==> src/nih_pkg.sv <==
package nih_pkg;

  localparam logic [31:0] SEED_GOLDEN = 32'h9e3779b9;
  localparam logic [31:0] SEED_OFFSET = 32'd3923095;
  localparam logic [31:0] ID_SEED     = SEED_GOLDEN + 32'd4 + SEED_OFFSET;
  localparam logic [3:0]  BLOCK_LAST  = 4'd11;
  localparam int          MIX_STEPS   = 7;
  localparam int          MIX_ROT [MIX_STEPS] = '{14, 11, 25, 16, 4, 14, 24};

  typedef struct packed {
    logic [31:0] a;
    logic [31:0] b;
    logic [31:0] c;
    logic [31:0] idh;
    logic        use_id;
  } mix_word_t;

  function automatic logic [31:0] rotl32(input logic [31:0] v, input int n);
    return (v << n) | (v >> (32 - n));
  endfunction

endpackage

==> src/nih_acc.sv <==
module nih_acc import nih_pkg::*; #(
  parameter int MAX_NAME_LENGTH = 128
) (
  input  logic        clk,
  input  logic        rst_n,
  input  logic        en,
  input  logic        in_valid,
  input  logic [7:0]  in_name_byte,
  input  logic [7:0]  in_name_length,
  input  logic [31:0] in_object_id,
  input  logic        in_use_id,
  input  logic        in_last_byte,
  output logic        launch_vld,
  output mix_word_t   launch_data
);

  logic [31:0] a_r, b_r, c_r;
  logic [3:0]  pos_r;
  logic        in_name_r;
  logic        launch_vld_r;
  mix_word_t   launch_r;

  logic        accept;
  logic        has_len;
  logic [31:0] seed_len;
  logic [31:0] seed;
  logic [3:0]  pos_cur;
  logic [3:0]  pos_nxt;
  logic [31:0] add;
  logic [31:0] base_a, base_b, base_c;
  logic [31:0] a_nxt, b_nxt, c_nxt;

  assign accept  = in_valid && en;
  assign has_len = (in_name_length != 8'd0);

  always_comb begin
    if ({24'd0, in_name_length} > 32'(MAX_NAME_LENGTH)) begin
      seed_len = 32'(MAX_NAME_LENGTH);
    end else begin
      seed_len = {24'd0, in_name_length};
    end
    seed    = SEED_GOLDEN + SEED_OFFSET + seed_len;
    base_a  = in_name_r ? a_r : seed;
    base_b  = in_name_r ? b_r : seed;
    base_c  = in_name_r ? c_r : seed;
    pos_cur = in_name_r ? pos_r : 4'd0;
    add     = {24'd0, in_name_byte} << {~pos_cur[1:0], 3'b000};
    a_nxt   = base_a;
    b_nxt   = base_b;
    c_nxt   = base_c;
    pos_nxt = pos_cur;
    if (has_len) begin
      if (pos_cur < 4'd4) begin
        a_nxt = base_a + add;
      end else if (pos_cur < 4'd8) begin
        b_nxt = base_b + add;
      end else begin
        c_nxt = base_c + add;
      end
      pos_nxt = (pos_cur == BLOCK_LAST) ? 4'd0 : pos_cur + 4'd1;
    end
  end

  always_ff @(posedge clk) begin
    if (!rst_n) begin
      in_name_r    <= 1'b0;
      pos_r        <= 4'd0;
      launch_vld_r <= 1'b0;
    end else if (en) begin
      launch_vld_r <= accept && in_last_byte;
      if (accept) begin
        in_name_r <= !in_last_byte;
        pos_r     <= in_last_byte ? 4'd0 : pos_nxt;
      end
    end
  end

  always_ff @(posedge clk) begin
    if (accept) begin
      a_r <= a_nxt;
      b_r <= b_nxt;
      c_r <= c_nxt;
    end
    if (en) begin
      launch_r.a      <= a_nxt;
      launch_r.b      <= b_nxt;
      launch_r.c      <= c_nxt;
      launch_r.idh    <= ID_SEED + in_object_id;
      launch_r.use_id <= in_use_id;
    end
  end

  assign launch_vld  = launch_vld_r;
  assign launch_data = launch_r;

endmodule

==> src/nih_mix_stage.sv <==
module nih_mix_stage import nih_pkg::*; #(
  parameter int STEP = 0
) (
  input  logic      clk,
  input  logic      rst_n,
  input  logic      en,
  input  logic      prev_vld,
  input  mix_word_t prev_data,
  output logic      stage_vld,
  output mix_word_t stage_data
);

  logic      vld_r;
  mix_word_t data_r;
  mix_word_t data_nxt;

  always_comb begin
    data_nxt = prev_data;
    case (STEP % 3)
      0: data_nxt.c = (prev_data.c ^ prev_data.b) - rotl32(prev_data.b, MIX_ROT[STEP]);
      1: data_nxt.a = (prev_data.a ^ prev_data.c) - rotl32(prev_data.c, MIX_ROT[STEP]);
      default: data_nxt.b = (prev_data.b ^ prev_data.a) - rotl32(prev_data.a, MIX_ROT[STEP]);
    endcase
  end

  always_ff @(posedge clk) begin
    if (!rst_n) begin
      vld_r <= 1'b0;
    end else if (en) begin
      vld_r <= prev_vld;
    end
  end

  always_ff @(posedge clk) begin
    if (en) begin
      data_r <= data_nxt;
    end
  end

  assign stage_vld  = vld_r;
  assign stage_data = data_r;

endmodule

==> src/name_and_id_hash_unit.sv <==
// A last byte passes the launch register, seven mix registers and the output register.
// Throughput: one input transfer per cycle unless the output stalls; the seven final-mix
// steps form a pipeline. A stalled output holds the whole pipeline and drops in_ready.
// Reset: synchronous, active low; clears all valid bits and the in-name state.
module name_and_id_hash_unit import nih_pkg::*; #(
  parameter int MAX_NAME_LENGTH = 128
) (
  input  logic        clk,
  input  logic        rst_n,
  input  logic        in_valid,
  output logic        in_ready,
  input  logic [7:0]  in_name_byte,
  input  logic [7:0]  in_name_length,
  input  logic [31:0] in_object_id,
  input  logic        in_use_id,
  input  logic        in_last_byte,
  output logic        out_valid,
  input  logic        out_ready,
  output logic [31:0] out_hash_value
);

  logic        en;
  logic        stg_vld  [MIX_STEPS+1];
  mix_word_t   stg_data [MIX_STEPS+1];
  logic        out_valid_r;
  logic [31:0] hash_r;
  logic [31:0] hash_nxt;

  assign en       = !out_valid_r || out_ready;
  assign in_ready = en;

  nih_acc #(.MAX_NAME_LENGTH(MAX_NAME_LENGTH)) u_acc (
    .clk            (clk),
    .rst_n          (rst_n),
    .en             (en),
    .in_valid       (in_valid),
    .in_name_byte   (in_name_byte),
    .in_name_length (in_name_length),
    .in_object_id   (in_object_id),
    .in_use_id      (in_use_id),
    .in_last_byte   (in_last_byte),
    .launch_vld     (stg_vld[0]),
    .launch_data    (stg_data[0])
  );

  for (genvar i = 0; i < MIX_STEPS; i++) begin : g_mix
    nih_mix_stage #(.STEP(i)) u_stage (
      .clk        (clk),
      .rst_n      (rst_n),
      .en         (en),
      .prev_vld   (stg_vld[i]),
      .prev_data  (stg_data[i]),
      .stage_vld  (stg_vld[i+1]),
      .stage_data (stg_data[i+1])
    );
  end

  assign hash_nxt = stg_data[MIX_STEPS].c
                  ^ (stg_data[MIX_STEPS].use_id ? rotl32(stg_data[MIX_STEPS].idh, 8) : 32'd0);

  always_ff @(posedge clk) begin
    if (!rst_n) begin
      out_valid_r <= 1'b0;
    end else if (en) begin
      out_valid_r <= stg_vld[MIX_STEPS];
    end
  end

  always_ff @(posedge clk) begin
    if (en) begin
      hash_r <= hash_nxt;
    end
  end

  assign out_valid      = out_valid_r;
  assign out_hash_value = hash_r;

endmodule

==> config.mk <==
export PLATFORM = sky130hd
export DESIGN_NAME = name_and_id_hash_unit
export DESIGN_NICKNAME = d
export VERILOG_FILES = /design/src/nih_pkg.sv /design/src/nih_acc.sv /design/src/nih_mix_stage.sv /design/src/name_and_id_hash_unit.sv
export SDC_FILE = /design/constraint.sdc
export NUM_CORES = 2
export LEC_CHECK = 0
export ABC_AREA = 1
export ABC_CLOCK_PERIOD_IN_PS = 37200
export CAP_MARGIN = 20
export CORE_MARGIN = 4
export CORE_UTILIZATION = 45
export DETAILED_ROUTE_END_ITERATION = 12
export DONT_BUFFER_PORTS = 1
export PLACE_DENSITY_LB_ADDON = 0.3
export SKIP_LAST_GASP = 1
export SLEW_MARGIN = 20
export SYNTH_ARGS = -nofsm -noshare
export SYNTH_HDL_FRONTEND = slang
export SYNTH_SLANG_ARGS = --single-unit
==> constraint.sdc <==
create_clock -name clk -period 37.2 [get_ports clk]
set_input_delay 3.72 -clock clk [delete_from_list [all_inputs] [get_ports clk]]
set_output_delay 3.72 -clock clk [all_outputs]
set_load 0.01 [all_outputs]
==> results.tsv <==
stage	metric	value	unit
run_status	status	finished clean	
global_routing	largest net degree at the start of global routing	199	
cts	CTS hold repair buffers	0	
global_routing	Total GRT Usage	0.249	
worst_hold_path	WHS Path Cells	0	
routing	# DRC	0	
worst_setup_path	CP Data Arrival Time	4.37	ns
sta	fmax	124	MHz
floorplanning	Initial Util	0.453	
sta	final hold vios	0	
cts	clk_lat worst skew	0.75	ns
sta	slew of the pin with the lowest slew margin	1.16	ns
sta	clk_skew	0.0787	ns
sta	min Tclk post-route	8.09	ns
logic_synthesis	Top FF cell, synth	edfxtp_1	
cts	CTS buffer count	108	
routing	ANT nets after route	0	
sta	Fin Hold WS	0.372	ns
cts	clock root buffer	clkbuf_16	
pwr	Combinational Power Share	0.476	
logic_synthesis	Post-Synthesis Cells	6067	
worst_setup_path	FF-to-FF path depth	7	
worst_setup_path	worst-path maximum fanout	12	
routing	routed wire length	171000	µm
cells_and_area	storage element area	32200	µm²
placed_design	DP HPWL	138000	µm
placed_design	Port Buffers	0	
floorplanning	# rows	132	
global_routing	first-pass GRT wire length	253000	µm
pwr	Max VDD drop	0.0482	mV
routing	1st-iter DRT viols	3093	
logic_synthesis	Synth cell types	48	
cells_and_area	nets	6540	
cells_and_area	area delta synth->final	10.1	%
worst_setup_path	critical path class	input port to output port	
cts	clk buf depth	3	
logic_synthesis	post-synth top area share	0.545	
floorplanning	Die X	369	µm
worst_setup_path	crit-path cells	nor2_2 > inv_8	
cells_and_area	ant diodes	0	
pwr	Clock power frac	0.176	
sta	final setup violation count	0	
worst_setup_path	R2R setup slack	32.61	ns
logic_synthesis	Mapped Avg Cell Area	9.67	µm²
cts	setup bufs post-CTS	0	
logic_synthesis	register area share after synthesis	0.549	
logic_synthesis	EDFF count, synth	1064	
pwr	Internal	3510	µW
sta	final period utilization	0.217	
sta	Pins Over Slew Limit	0	
cts	Clk pin slew, worst setup/hold paths	0.06	ns
worst_hold_path	Hold Crit Class	register to register	
worst_setup_path	Reg-to-Reg Start	out_valid	
logic_synthesis	FF+latch count, synth	1078	
floorplanning	# IOs	88	
pwr	sw frac	0.444	
worst_setup_path	Setup crit end kind	output port	
worst_setup_path	slowest CP cell	nor2_2	
sta	Worst slew margin	0.225	
logic_synthesis	yosys warns	0	
worst_setup_path	family with the most delay on the worst path	simple AND/OR/NAND/NOR gates	
logic_synthesis	FFs w/ async S/R, synth	0	
pwr	PD cells	97.6	nW/µm²
floorplanning	full die area	136000	µm²
worst_setup_path	Reg-to-Reg End	g_mix[5].u_stage.stage_data[80]	
pwr	Net Sw Power	2800	µW
pwr	Total Power	6310	µW
cts	CTS resizes	0	
logic_synthesis	top cells by area, synth	edfxtp_1 (54%), nand2_1 (9.9%), ha_1 (6.7%)	
pwr	part of the power in registers	0.349	
cells_and_area	layout cell share with drive strength beyond 1	0.0433	
placed_design	gp weighted congestion	0.982	
worst_setup_path	Crit path largest cell delay	0.42	ns
floorplanning	core box area	129000	µm²
worst_hold_path	Hold Path Sink	g_mix[1].u_stage.stage_data[74]	
global_routing	gr ovfl total	0	
run	max cap viols	0	
worst_hold_path	Min-Delay Startpoint	g_mix[0].u_stage.stage_data[74]	
cts	clk sink count	1078	
cells_and_area	area of the multi-input gates	22800	µm²
routing	vias	41309	
sta	setup TNS	0	ns
logic_synthesis	net count of the mapped netlist	6444	
logic_synthesis	mapped cell area	58700	µm²
global_routing	vias in the first global route	39942	
worst_setup_path	startpoint types	input port	
cells_and_area	FILL cells	12022	
routing	drt via density	5.16	
cts	H-tree depth	3	
global_routing	initial antenna violation count	0	
worst_setup_path	Buf/Inv on CP	1	
routing	WL/cell	21.3	µm
worst_setup_path	CP Data Required Time	33.48	ns
routing	Pre-Repair DR Iteration Count	6	
cts	CTS tree	done	
sta	RSZ-0062 raised after global routing	false	
pwr	Leakage	0.0288	µW
floorplanning	Die Span Y	369	µm
logic_synthesis	top cell type by total area after synthesis	edfxtp_1	
[worst max-delay path by stage]
| stage | from | to | slack (ns) | depth (start not counted) |
|---|---|---|---|---|
| finish | out_ready | in_ready | 29.11 | 2 |
| global route | out_ready | in_ready | 29.07 | 2 |
| CTS | out_ready | in_ready | 29.09 | 2 |
| detailed placement | out_ready | in_ready | 29.10 | 2 |
| global placement | out_ready | in_ready | 29.11 | 2 |
| floorplan | out_ready | u_acc.in_name_r | 18.03 | 7 |
[placed cells by master, fill, tap and decap left out, drive strengths merged, types with 11 or more instances in the layout]
cell and instances:
a21boi 25, a21o 40, a21oi 329, a31oi 54, buf 25, bufinv 12, clkbuf 128, clkinv 56
dfxtp 14, edfxtp 1064, ha 313, inv 916, nand2 1560, nand3 290, nand3b 11, nand4 59
nor2 481, nor3 41, nor4 12, o211ai 29, o21ai 183, o21bai 94, or2 24, xnor2 92
xor2 376
[through the flow]
stage / setup WS [ns] / instances / instance area, µm² / utilization
after floorplan: 18.03 / 6067 / 58700 / -
after global placement: 29.11 / 7795 / 60900 / 0.470
after detailed placement: 29.10 / 7795 / 60900 / 0.470
after CTS: 29.09 / 7998 / 64600 / 0.499
after global routing: 29.07 / 7998 / 64600 / 0.499
final: 29.11 / 7998 / 64600 / 0.499
[sequential cells by signal, summed over array words and instances (netlist names)]
signal and flops:
u_acc.launch_data 129, u_acc.launch_vld 1, u_acc.b_r 32, u_acc.in_name_r 1
out_valid 1, u_acc.pos_r 4, g_mix.u_stage.stage_vld 7, out_hash_value 32
g_mix.u_stage.stage_data 807, u_acc.c_r 32, u_acc.a_r 32
[final cells by class]
cell class / count / area share
tap: 1742 / 0.0338
multi-input combinational: 4034 / 0.353
clock inverter: 75 / 0.0139
clock buffer: 128 / 0.0430
inverter: 916 / 0.0535
timing repair buffer: 25 / 0.00349
sequential: 1078 / 0.499
[power groups by stage]
stage / combinational [µW] / clock (µW) / sequential (µW)
after floorplan: 2030 / 0 / 2030
after global routing: 3310 / 1190 / 2220
after global placement: 2980 / 0 / 2220
after CTS: 2990 / 1130 / 2210
final: 3000 / 1110 / 2200
after detailed placement: 2970 / 0 / 2230
[routing by layer]
metal,GRT usage,share of wire,up-vias
met4,0.122,0.054,0
met5,0,0,-
li1,-,-,20438
met1,0.312,0.42,19401
met3,0.0250,0.041,312
met2,0.431,0.49,1158
[synthesized netlist by cell type, types with 12 or more instances]
| library cell | n |
|---|---|
| nand2_1 | 1554 |
| edfxtp_1 | 1064 |
| inv_1 | 905 |
| nor2_1 | 471 |
| xor2_1 | 376 |
| a21oi_1 | 327 |
| ha_1 | 313 |
| nand3_1 | 284 |
| o21ai_0 | 159 |
| o21bai_1 | 94 |
| xnor2_1 | 92 |
| nand4_1 | 59 |
| a31oi_1 | 54 |
| a21o_1 | 40 |
| nor3_1 | 39 |
| o211ai_1 | 29 |
| or2_2 | 23 |
| a21boi_0 | 21 |
| buf_2 | 16 |
| dfxtp_1 | 14 |
| o21ai_1 | 13 |
| nor4_1 | 12 |
[cells by family after synthesis]
family                   count (synthesis)  share of synthesized area
AO/OA/AOI/OAI                          757                     0.0747
XOR/XNOR                               468                     0.0699
adder cells (fa/ha/maj)                323                     0.0702
buffers and inverters                  955                     0.0624
flip-flops                            1078                      0.549
AND/OR/NAND/NOR                       2486                      0.173
Power figures use the tool's default switching activity.
